--- config.mk ---
export PLATFORM = sky130hd
export DESIGN_NAME = chained_display_command_parser
export DESIGN_NICKNAME = d
export VERILOG_FILES = /design/src/hw/rtl/cdcp_pkg.sv /design/src/hw/rtl/chained_display_command_parser.sv
export VERILOG_INCLUDE_DIRS = /design/src /design/src/hw/rtl
export SDC_FILE = /design/constraint.sdc
export NUM_CORES = 1
export LEC_CHECK = 0
export ABC_CLOCK_PERIOD_IN_PS = 7950
export BUFFER_PORTS_ARGS = -buffer_cell sky130_fd_sc_hd__buf_2
export CELL_PAD_IN_SITES_DETAIL_PLACEMENT = 0
export CELL_PAD_IN_SITES_GLOBAL_PLACEMENT = 1
export CORE_MARGIN = 10
export CORE_UTILIZATION = 52
export DETAILED_ROUTE_END_ITERATION = 6
export PLACE_DENSITY = 0.95
export SYNTH_ARGS = -nofsm -noshare
export SYNTH_HDL_FRONTEND = slang
export SYNTH_SLANG_ARGS = --single-unit
--- constraint.sdc ---
create_clock -name aclk -period 7.95 [get_ports aclk]
set_input_delay 0.795 -clock aclk [delete_from_list [all_inputs] [get_ports aclk]]
set_output_delay 0.795 -clock aclk [all_outputs]
set_load 0.01 [all_outputs]
--- src/hw/rtl/chained_display_command_parser_macros.svh ---
// ----------------------------------------------------------------------------
// Assertion macros for the chained display command parser
// Concurrent checks sampled on aclk, disabled while aresetn is low.
// ----------------------------------------------------------------------------
`ifndef CHAINED_DISPLAY_COMMAND_PARSER_MACROS_SVH
`define CHAINED_DISPLAY_COMMAND_PARSER_MACROS_SVH

// same-cycle implication
`define CDCP_ASSERT_IMP(label, ante, cons, msg) \
    label: assert property (@(posedge aclk) disable iff (!aresetn) (ante) |-> (cons)) \
        else $error(msg);

// next-cycle implication
`define CDCP_ASSERT_NXT(label, ante, cons, msg) \
    label: assert property (@(posedge aclk) disable iff (!aresetn) (ante) |=> (cons)) \
        else $error(msg);

`endif

--- src/hw/rtl/cdcp_pkg.sv ---
// ----------------------------------------------------------------------------
// cdcp_pkg: shared types and constants
// Action codes, character and command codes, and the result item layout.
// ----------------------------------------------------------------------------
package cdcp_pkg;

    typedef enum logic [3:0] {
        ACT_CHAR    = 4'd0,
        ACT_DP      = 4'd1,
        ACT_RAW     = 4'd2,
        ACT_BRIGHT  = 4'd3,
        ACT_SHOW    = 4'd4,
        ACT_NUMBER  = 4'd5,
        ACT_MEASURE = 4'd6,
        ACT_RESET   = 4'd7,
        ACT_WRITEID = 4'd8
    } action_t;

    typedef struct packed {
        logic        last;
        logic [13:0] value;
        logic [2:0]  mask;
        action_t     action;
    } result_t;

    localparam logic [9:0]  ADDR_ALL     = 10'd999;
    localparam logic [9:0]  ADDR_LIMIT   = 10'd998;
    localparam logic [9:0]  ID_MAX       = 10'd507;
    localparam logic [6:0]  BRIGHT_MAX   = 7'd63;
    localparam logic [13:0] ID_ERASE     = 14'h3FFF;
    localparam logic [2:0]  MASK_ALL     = 3'b111;

    localparam logic [7:0]  CH_TAB   = 8'd9;
    localparam logic [7:0]  CH_LF    = 8'd10;
    localparam logic [7:0]  CH_CR    = 8'd13;
    localparam logic [7:0]  CH_SPACE = 8'd32;
    localparam logic [7:0]  CH_DEL   = 8'd127;
    localparam logic [7:0]  CH_DOT   = "." ;
    localparam logic [7:0]  CH_0     = "0";
    localparam logic [7:0]  CH_9     = "9";
    localparam logic [7:0]  CH_UA    = "A";
    localparam logic [7:0]  CH_UF    = "F";
    localparam logic [7:0]  CH_LA    = "a";
    localparam logic [7:0]  CH_LF_HEX = "f";
    localparam logic [7:0]  CH_B     = "B";

    localparam logic [23:0] CMD_TXT  = "TXT";
    localparam logic [23:0] CMD_RAW  = "RAW";
    localparam logic [23:0] CMD_RST  = "RST";
    localparam logic [23:0] CMD_IDQ  = "ID?";
    localparam logic [23:0] CMD_VDD  = "VDD";
    localparam logic [23:0] CMD_OER  = "OER";
    localparam logic [23:0] CMD_FER  = "FER";
    localparam logic [23:0] CMD_IDE  = "ID^";
    localparam logic [23:0] CMD_IDW  = "ID!";

endpackage

--- src/hw/rtl/chained_display_command_parser.sv ---
// ----------------------------------------------------------------------------
// chained_display_command_parser: line parser for a chained 3-digit display
// Results: a byte passes the input register (in_*_reg), then its results are registered in out_data_reg.
// Throughput: one byte per cycle unless the output stalls; a byte with two results stalls input until both are taken.
// Reset: aresetn (sync, active low) clears parser state, counters, my_address.
// ----------------------------------------------------------------------------
`include "chained_display_command_parser_macros.svh"

module chained_display_command_parser
    import cdcp_pkg::*;
(
    input  logic        aclk,
    input  logic        aresetn,
    input  logic        s_tvalid,
    output logic        s_tready,
    input  logic [7:0]  s_tdata,   // [7:0] rx_byte
    input  logic [1:0]  s_tuser,   // [0] framing_error, [1] overrun_error
    output logic        m_tvalid,
    input  logic        m_tready,
    output logic [23:0] m_tdata,   // [3:0] action, [6:4] digit_mask, [20:7] value
    output logic        m_tlast,
    input  logic        cfg_valid,
    output logic        cfg_ready,
    input  logic [9:0]  cfg_data   // my_address
);

    typedef enum logic [2:0] {
        ST_CMD0, ST_CMD1, ST_CMD2, ST_CMD3, ST_TXT, ST_RAW1, ST_RAW2, ST_BAD
    } state_t;

    function automatic logic is_dec(input logic [7:0] c);
        return (c >= CH_0) && (c <= CH_9);
    endfunction

    function automatic logic [3:0] dec_val(input logic [7:0] c);
        logic [7:0] d;
        d = c - CH_0;
        return d[3:0];
    endfunction

    function automatic logic mult3(input logic [4:0] s);
        logic r;
        case (s) inside
            5'd0, 5'd3, 5'd6, 5'd9, 5'd12, 5'd15, 5'd18, 5'd21, 5'd24, 5'd27: r = 1'b1;
            default: r = 1'b0;
        endcase
        return r;
    endfunction

    function automatic result_t mk(input action_t a, input logic [2:0] m,
                                   input logic [13:0] v);
        result_t r;
        r.last   = 1'b0;
        r.value  = v;
        r.mask   = m;
        r.action = a;
        return r;
    endfunction

    // parser state
    state_t      parse_state_reg, parse_state_next;
    logic        raw_mode_reg, raw_mode_next;
    logic [9:0]  origin_reg, origin_next;
    logic [9:0]  cur_addr_reg, cur_addr_next;
    logic [7:0]  cmd_reg [3];
    logic [7:0]  cmd_next [3];
    logic [7:0]  typed_reg [3];
    logic [7:0]  typed_next [3];
    logic [3:0]  high_nibble_reg, high_nibble_next;
    logic [7:0]  framing_count_reg, framing_count_next;
    logic [7:0]  overrun_count_reg, overrun_count_next;
    logic [9:0]  my_address_reg;

    // input register
    logic        in_valid_reg;
    logic [7:0]  in_byte_reg;
    logic        in_fe_reg;
    logic        in_oe_reg;

    // result slots: out is presented, out1 holds a second result
    logic        out_valid_reg;
    result_t     out_data_reg;
    logic        out1_valid_reg;
    result_t     out1_data_reg;

    logic        process;
    result_t     res0, res1;
    logic [1:0]  n_res;
    logic [2:0]  mask0, mask1;
    logic [23:0] cmd_word;
    logic [9:0]  cmd_num, typed_num;
    logic [6:0]  bright_num;
    logic [4:0]  typed_sum;
    logic        typed_ok;
    logic [3:0]  nib;
    logic        nib_ok;

    assign process   = in_valid_reg && !out1_valid_reg && (!out_valid_reg || m_tready);
    assign s_tready  = !in_valid_reg || process;
    assign cfg_ready = 1'b1;

    assign m_tvalid = out_valid_reg;
    assign m_tdata  = {3'b000, out_data_reg.value, out_data_reg.mask, out_data_reg.action};
    assign m_tlast  = out_data_reg.last;

    // digit masks for the current address (offset 0 and offset 1 for dp)
    always_comb begin
        logic [10:0] cur_ext;
        cur_ext = {1'b0, cur_addr_reg};
        for (int i = 0; i < 3; i++) begin
            mask0[i] = (cur_ext == ({1'b0, my_address_reg} + 11'(i)))
                       || (cur_addr_reg == ADDR_ALL);
            mask1[i] = (cur_ext == ({1'b0, my_address_reg} + 11'(i + 1)))
                       || (cur_addr_reg == ADDR_ALL);
        end
    end

    assign cmd_word   = {cmd_reg[0], cmd_reg[1], cmd_reg[2]};
    assign cmd_num    = 10'(dec_val(cmd_reg[0])) * 10'd100
                      + 10'(dec_val(cmd_reg[1])) * 10'd10 + 10'(dec_val(cmd_reg[2]));
    assign bright_num = 7'(dec_val(cmd_reg[1])) * 7'd10 + 7'(dec_val(cmd_reg[2]));
    assign typed_num  = 10'(dec_val(typed_reg[0])) * 10'd100
                      + 10'(dec_val(typed_reg[1])) * 10'd10 + 10'(dec_val(typed_reg[2]));
    assign typed_sum  = 5'(dec_val(typed_reg[0])) + 5'(dec_val(typed_reg[1]))
                      + 5'(dec_val(typed_reg[2]));
    assign typed_ok   = is_dec(typed_reg[0]) && is_dec(typed_reg[1]) && is_dec(typed_reg[2]);

    always_comb begin
        nib    = 4'd0;
        nib_ok = 1'b1;
        if (is_dec(in_byte_reg)) begin
            nib = dec_val(in_byte_reg);
        end else if (in_byte_reg >= CH_UA && in_byte_reg <= CH_UF) begin
            nib = 4'(in_byte_reg - CH_UA) + 4'd10;
        end else if (in_byte_reg >= CH_LA && in_byte_reg <= CH_LF_HEX) begin
            nib = 4'(in_byte_reg - CH_LA) + 4'd10;
        end else begin
            nib_ok = 1'b0;
        end
    end

    always_comb begin
        parse_state_next   = parse_state_reg;
        raw_mode_next      = raw_mode_reg;
        origin_next        = origin_reg;
        cur_addr_next      = cur_addr_reg;
        high_nibble_next   = high_nibble_reg;
        framing_count_next = framing_count_reg;
        overrun_count_next = overrun_count_reg;
        for (int i = 0; i < 3; i++) begin
            cmd_next[i]   = cmd_reg[i];
            typed_next[i] = typed_reg[i];
        end
        n_res = 2'd0;
        res0  = mk(ACT_SHOW, MASK_ALL, 14'd0);
        res1  = mk(ACT_SHOW, MASK_ALL, 14'd0);

        if (process) begin
            if (in_fe_reg) begin
                framing_count_next = framing_count_reg + 8'd1;
            end else if (in_oe_reg) begin
                overrun_count_next = overrun_count_reg + 8'd1;
            end else if (in_byte_reg == CH_CR || in_byte_reg == CH_LF) begin
                if (parse_state_reg == ST_CMD3) begin
                    if (is_dec(cmd_reg[0])) begin
                        if (is_dec(cmd_reg[1]) && is_dec(cmd_reg[2])) begin
                            origin_next = cmd_num;
                        end
                    end else if (cmd_word == CMD_TXT) begin
                        raw_mode_next = 1'b0;
                    end else if (cmd_word == CMD_RAW) begin
                        raw_mode_next = 1'b1;
                    end else if (cmd_word == CMD_RST) begin
                        res0  = mk(ACT_RESET, MASK_ALL, 14'd0);
                        n_res = 2'd1;
                    end else if (cmd_word == CMD_IDQ) begin
                        res0  = mk(ACT_NUMBER, MASK_ALL, 14'(my_address_reg));
                        n_res = 2'd2;
                    end else if (cmd_word == CMD_VDD) begin
                        res0  = mk(ACT_MEASURE, MASK_ALL, 14'd0);
                        n_res = 2'd1;
                    end else if (cmd_word == CMD_OER) begin
                        res0  = mk(ACT_NUMBER, MASK_ALL, 14'(overrun_count_reg));
                        n_res = 2'd2;
                    end else if (cmd_word == CMD_FER) begin
                        res0  = mk(ACT_NUMBER, MASK_ALL, 14'(framing_count_reg));
                        n_res = 2'd2;
                    end else if (cmd_reg[0] == CH_B) begin
                        if (is_dec(cmd_reg[1]) && is_dec(cmd_reg[2])) begin
                            if (mask0 != 3'b000) begin
                                res0 = mk(ACT_BRIGHT, mask0, (bright_num > BRIGHT_MAX)
                                          ? 14'(BRIGHT_MAX) : 14'(bright_num));
                                n_res = 2'd2;
                            end else begin
                                n_res = 2'd1;
                            end
                        end
                    end else if (cmd_word == CMD_IDE) begin
                        if (mask0[0]) begin
                            res0  = mk(ACT_WRITEID, MASK_ALL, ID_ERASE);
                            res1  = mk(ACT_RESET, MASK_ALL, 14'd0);
                            n_res = 2'd2;
                        end
                    end else if (cmd_word == CMD_IDW) begin
                        if (mask0[0]) begin
                            if (typed_ok && typed_num <= ID_MAX && mult3(typed_sum)
                                && cur_addr_reg != ADDR_ALL) begin
                                res0  = mk(ACT_WRITEID, MASK_ALL, 14'(typed_num));
                                res1  = mk(ACT_RESET, MASK_ALL, 14'd0);
                                n_res = 2'd2;
                            end else begin
                                res0  = mk(ACT_RESET, MASK_ALL, 14'd0);
                                n_res = 2'd1;
                            end
                        end
                    end
                end else if (parse_state_reg == ST_TXT || parse_state_reg == ST_RAW1) begin
                    n_res = 2'd1;
                end
                parse_state_next = raw_mode_next ? ST_RAW1 : ST_TXT;
                cur_addr_next    = origin_next;
            end else if (in_byte_reg == CH_TAB && parse_state_reg != ST_BAD) begin
                parse_state_next = ST_CMD0;
            end else if (in_byte_reg >= CH_SPACE && in_byte_reg <= CH_DEL) begin
                unique case (parse_state_reg)
                    ST_CMD0: begin
                        cmd_next[0]      = in_byte_reg;
                        parse_state_next = ST_CMD1;
                    end
                    ST_CMD1: begin
                        cmd_next[1]      = in_byte_reg;
                        parse_state_next = ST_CMD2;
                    end
                    ST_CMD2: begin
                        cmd_next[2]      = in_byte_reg;
                        parse_state_next = ST_CMD3;
                    end
                    ST_CMD3: parse_state_next = ST_BAD;
                    ST_TXT: begin
                        if (in_byte_reg == CH_DOT) begin
                            if (mask1 != 3'b000) begin
                                res0  = mk(ACT_DP, mask1, 14'd0);
                                n_res = 2'd1;
                            end
                        end else begin
                            for (int i = 0; i < 3; i++) begin
                                if (mask0[i]) typed_next[i] = in_byte_reg;
                            end
                            if (mask0 != 3'b000) begin
                                res0  = mk(ACT_CHAR, mask0, 14'(in_byte_reg));
                                n_res = 2'd1;
                            end
                            if (cur_addr_reg < ADDR_LIMIT) cur_addr_next = cur_addr_reg + 10'd1;
                        end
                    end
                    ST_RAW1: begin
                        if (!nib_ok) begin
                            parse_state_next = ST_BAD;
                        end else begin
                            high_nibble_next = nib;
                            parse_state_next = ST_RAW2;
                        end
                    end
                    ST_RAW2: begin
                        if (!nib_ok) begin
                            parse_state_next = ST_BAD;
                        end else begin
                            if (mask0 != 3'b000) begin
                                res0  = mk(ACT_RAW, mask0, 14'({high_nibble_reg, nib}));
                                n_res = 2'd1;
                            end
                            parse_state_next = ST_RAW1;
                            if (cur_addr_reg < ADDR_LIMIT) cur_addr_next = cur_addr_reg + 10'd1;
                        end
                    end
                    ST_BAD: ;
                endcase
            end
        end

        // final result of the byte carries last
        if (n_res == 2'd1) res0.last = 1'b1;
        if (n_res == 2'd2) res1.last = 1'b1;
    end

    always_ff @(posedge aclk) begin
        if (!aresetn) begin
            parse_state_reg   <= ST_TXT;
            raw_mode_reg      <= 1'b0;
            origin_reg        <= '0;
            cur_addr_reg      <= '0;
            high_nibble_reg   <= '0;
            framing_count_reg <= '0;
            overrun_count_reg <= '0;
            my_address_reg    <= '0;
            for (int i = 0; i < 3; i++) begin
                cmd_reg[i]   <= '0;
                typed_reg[i] <= '0;
            end
            in_valid_reg   <= 1'b0;
            out_valid_reg  <= 1'b0;
            out1_valid_reg <= 1'b0;
        end else begin
            parse_state_reg   <= parse_state_next;
            raw_mode_reg      <= raw_mode_next;
            origin_reg        <= origin_next;
            cur_addr_reg      <= cur_addr_next;
            high_nibble_reg   <= high_nibble_next;
            framing_count_reg <= framing_count_next;
            overrun_count_reg <= overrun_count_next;
            for (int i = 0; i < 3; i++) begin
                cmd_reg[i]   <= cmd_next[i];
                typed_reg[i] <= typed_next[i];
            end
            if (cfg_valid && cfg_ready) my_address_reg <= cfg_data;
            if (s_tready) in_valid_reg <= s_tvalid;
            if (process) begin
                out_valid_reg  <= (n_res != 2'd0);
                out1_valid_reg <= (n_res == 2'd2);
            end else if (out_valid_reg && m_tready) begin
                out_valid_reg  <= out1_valid_reg;
                out1_valid_reg <= 1'b0;
            end
        end
        // payload registers
        if (s_tready) begin
            in_byte_reg <= s_tdata;
            in_fe_reg   <= s_tuser[0];
            in_oe_reg   <= s_tuser[1];
        end
        if (process) begin
            out_data_reg  <= res0;
            out1_data_reg <= res1;
        end else if (out_valid_reg && m_tready) begin
            out_data_reg <= out1_data_reg;
        end
    end

    `CDCP_ASSERT_IMP(a_pending_behind_out, out1_valid_reg, out_valid_reg, "second result without first")
    `CDCP_ASSERT_IMP(a_notlast_has_next, m_tvalid && !m_tlast, out1_valid_reg, "non-final result without follower")
    `CDCP_ASSERT_NXT(a_framing_count, process && in_fe_reg, framing_count_reg == $past(framing_count_reg) + 8'd1, "framing count not incremented")
    `CDCP_ASSERT_IMP(a_ready_when_empty, !in_valid_reg, s_tready, "input stalled while empty")

endmodule
; ---- After elaboration in Yosys (flattened, before gate mapping)
; Memory sizes are Yosys's and may differ from the RTL's.
; Index checks and enable logic that the tools add are counted.
[totals]
register_bits = 111
mem_count = 2
mem_bits_rw = 48
elab_cells = 337
output_inout_bits = 28
inputBits = 25
[classes]
addsub = 24
n_eq_ne = 41
bitwise = 11
multipliers = 5
reduce_logical = 49
magnitude_cmp = 23
mux = 160
[mem_list]
columns = name, words, width, read_ports, rd_clocked_by_memory_dff, write_ports, line_no
row1 = cmd_reg, 3, 8, 3, 0, 3, chained_display_command_parser.sv:65  ; logic [7:0] cmd_reg [3];
row2 = typed_reg, 3, 8, 3, 0, 3, chained_display_command_parser.sv:67  ; logic [7:0] typed_reg [3];
[op_table]
columns = cell, n
row1 = $mux W22, 33
row2 = $mux W24, 14
row3 = $eq A24 B23 Y1 const B, 9
row4 = $mux W8, 12
row5 = $mux W10, 9
row6 = $ge A8 B6 Y1 const B, 8
row7 = $mux W2, 30
row8 = $le A8 B6 Y1 const B, 7
row9 = $mux W17, 3
row10 = $mux W15, 3
row11 = $pmux W22 S2, 1
row12 = $mux W1, 41
row13 = $sub A4 B1 Y4 const B, 9
row14 = $eq A10 B11 Y1, 3
row15 = $mux W14, 2
row16 = $eq A8 B4 Y1 const B, 3
row17 = $le A8 B7 Y1 const B, 3
row18 = $add A10 B2 Y11 const B, 2
row19 = $mux W21, 1
row20 = $add A10 B4 Y10, 2
row21 = $add A10 B8 Y10, 2
row22 = $eq A5 B5 Y1 const B, 4
row23 = $logic_and A1 B1 Y1, 20
row24 = $pmux W10 S2, 1
row25 = 50 further kinds, 91

; ---- Logic depth before layout (Yosys ltp)
; An unclocked memory read counts as a cell.
[depth]
ltp_word = 47
ltp_mapped = 18
mapped_depth_nobuf = 18

; ---- Worst setup path before layout
; Ideal clock, no wire load.
[synth_path]
path_type = reg-to-reg
from = mem typed_reg[1][1], in the netlist typed_reg[0][9]
to = reg out_data_reg, in the netlist m_tlast (data pin)
setup_slack_ns = 3.781
period_less_slack_ns = 4.169
setup_ns = 0.258
path_stages_with_launch = 16
required_time_ns = 7.692
arrival_ns = 3.910
path_buffers = 0
cell_sequence = dfxtp_1 -> ha_1 -> ha_1 -> fa_1 -> xor2_1 -> ha_1 -> ha_1 -> a211o_1 -> a21oi_1 -> o21ai_0 -> xnor2_1 -> or4_1 -> o31ai_1 -> o211ai_2 -> a211oi_2 -> nand2_1
[synth_rtl]
columns = item, line_no
row1 = from (decl), chained_display_command_parser.sv:67
row2 = to (signal assigned), chained_display_command_parser.sv:332  ; out_data_reg <= res0;
row3 = to (signal assigned), chained_display_command_parser.sv:335  ; out_data_reg <= out1_data_reg;
row4 = to (decl), chained_display_command_parser.sv:82  ; result_t out_data_reg;

==> impl_metrics.toml <==
[status]
status = "finished, final reports clean"

[logic_synthesis]
synth_seq_cells = 136
ys.flop_type = "dfxtp_1"
synth_edf_count = 31
syn_inst = 1116
avgSynthCellArea_um2 = 8.90
async_reset_ff_share_pct = 0
synth_cell_types = 93
ys_seq_area_share_pct = 30.5
syn_area_um2 = 9930
synth_warnings = 0

[routing]
wl_met2_um = 12200
met1_length_um = 12000
vias_per_cell = 6.04
vias = 8343
antenna_left = 0
drtIter0Drc = 770
met3_length_um = 1740
routed_wl_um = 26200
routed.top_layer = "met4"
route.detailed.drc = 0
wl_per_cell_um = 19.0
dr.pass1.iters = 5

[sta]
finalCritPeriodShare_pct = 59.5
finClkSkew_ns = 0.0109
fmax_mhz = 212
fin_tns_setup_ns = 0
rsz0062_at_grt = "false"
hold_violations = 0
period_minus_slack_ns = 4.73
worstMarginPinSlew_ns = 0.957
slew_violations = 0
slew_headroom_pct = 36.0
setup_violations = 0

[worst_hold_path]
worstHoldStart = "typed_reg[0][7]"
hold_class = "flip-flop to flip-flop"
min_delay_worst_endpoint = "typed_reg[0][7]"
hold_path_depth = 2

[layout]
drive_above_1_share_pct = 10.3
finalNetCount = 1252
antenna_cells = 0
final_cell_mix = "dfxtp_1 (105), nand2_1 (98), nor2_1 (76), ha_1 (76), nor2b_1 (74)"
areaGrowthSynthToFinish_pct = 9.16
instances_no_fill = 1382
nFillCells = 1676
mostFrequentLayoutCell = "dfxtp_1"

[clocking]
clkTransAtPathRegs_ns = 0.06
cts_tree = "yes"
cts-hold-fix-buffers = 0
cts_buffers = 17
postCtsSetupBuffers = 0
htreeDepth = 4
clock_latency_ns = 0.44
cts_root_buf = "clkbuf_16"
cts_buffer_depth = 2
clock-sinks = 136
cts_resized = 0

[power]
cellLeakagePower_nw = 4.52
powerDensity_nw_per_um2 = 149
ir_drop_v = 0.000109

[place]
place_inst = 1350
hpwlAfterDp_um = 19800
place_congestion = 0.942
io_buffers = 48

[critical_path]
r2r_cells = 15
reg2reg_from = "typed_reg[0][9]"
regToRegSetupSlack_ns = 3.22
critical_path_class = "flip-flop to flip-flop"
r2r_end = "m_tlast"
worstPathRequired_ns = 8.13
end_kind = "flip-flop"
worstSetupStartpointType = "flip-flop"
cp.arrival_ns = 4.91
crit_fanout = 7

[die]
core-area_um2 = 18800
dieArea_um2 = 25000
rows = 50
io_pins = 53
die_w_um = 158
dieHeight_um = 158
start_util_pct = 52.9

[global_route]
grt_antenna_before_repair = 0
grtUsageTotal_pct = 21.1
grt_pass1_wl_um = 42200
grt_max_degree = 105
grt-ovfl-total = 0
grt_pass1_vias = 7795

[job]
drv_cap = 0
## synth_stat cells (8+ instances only)
library cell  instances  area share, %
a21boi_0             18            1.4
a21o_1               12           0.91
a21oi_1              42            2.1
and2_1               24            1.5
and3_1               18            1.1
buf_2                 8           0.40
clkbuf_1             34            1.3
dfxtp_1             105             21
edfxtp_1             31            9.4
fa_1                 16            3.2
ha_1                 76            9.6
inv_1                43            1.6
mux2i_1              59            5.9
nand2_1              98            3.7
nand2b_1             10           0.63
nand3_1              28            1.4
nand4_1              18            1.1
nor2_1               76            2.9
nor2b_1              74            4.7
nor3_1               16           0.81
nor4_1                8           0.50
o211a_1              11            1.1
o21ai_0              52            2.6
o22ai_1               8           0.50
or3_1                 9           0.57
xnor2_1              40            3.5
xor2_1               18            1.6
## worst max-delay path: stages, from the launching register on
cell and delay, ns:
dfxtp_1 0.46, ha_1 0.28, ha_1 0.24, fa_1 0.42
xor2_1 0.16, ha_1 0.28, ha_1 0.39, a211o_1 0.32
a21oi_1 0.11, o21ai_0 0.11, xnor2_1 0.22, or4_1 0.54
o31ai_1 0.42, o211ai_2 0.15, a211oi_2 0.29, nand2_1 0.08
## worst max path at each step
stage,from,to,cells past startpoint
floorplan,typed_reg[0][9],m_tlast,15
global placement,typed_reg[0][0],m_tlast,17
detailed placement,typed_reg[0][9],m_tlast,15
CTS,typed_reg[0][9],m_tlast,15
global route,typed_reg[0][9],m_tlast,15
finish,typed_reg[0][9],m_tlast,15
## final cells by class
type | instances | area [µm²] | share of cell area (%)
clock buffers | 24 | 524 | 4.84
clock inverters | 8 | 57.6 | 0.531
inverters | 43 | 161 | 1.49
multi-input cells | 881 | 6470 | 59.7
flip-flops and latches | 136 | 3030 | 28.0
well taps | 234 | 293 | 2.70
repair buffers | 56 | 300 | 2.77
## report_power, final
group | internal, mW | switching, mW | leakage (nW)
Clock | 0.462 | 0.315 | 0.288
Sequential | 0.716 | 0.0212 | 1.14
Combinational | 0.0408 | 0.0573 | 3.09
Total | 1.22 | 0.393 | 4.52
## metrics by stage
stage	worst slack (ns)	cell area [µm²]	utilization (%)	hold slack, ns	power, mW
floorplan	3.78	9940	-	0.410	0.819
global placement	3.43	10300	54.6	0.419	0.845
detailed placement	3.31	10300	54.6	0.423	0.848
CTS	3.29	10800	57.7	0.432	1.62
global route	3.04	10800	57.7	0.453	1.66
finish	3.22	10800	57.7	0.430	1.61
## per-layer routing
layer | track usage (%) | vias to the layer above
li1 | - | 4028
met1 | 28.4 | 3993
met2 | 33.8 | 287
met3 | 4.34 | 35
met4 | 5.38 | 0
met5 | 0 | -
## cells by family (layout without fill, tap and decap cells)
| group | after synthesis | after routing | synth area share, % |
|---|---|---|---|
| xor gates and xnor gates | 58 | 58 | 5.12 |
| buffers and inverters | 101 | 131 | 4.44 |
| DFF | 136 | 136 | 30.5 |
| muxes | 62 | 62 | 6.29 |
| adders and majority gates | 92 | 92 | 12.8 |
| AOI/OAI and AO/OA | 222 | 222 | 15.5 |
| other | 2 | 4 | 0.0756 |
| and+or+nand+nor | 443 | 443 | 25.2 |
Note: power is estimated with default switching activity, not from simulation.
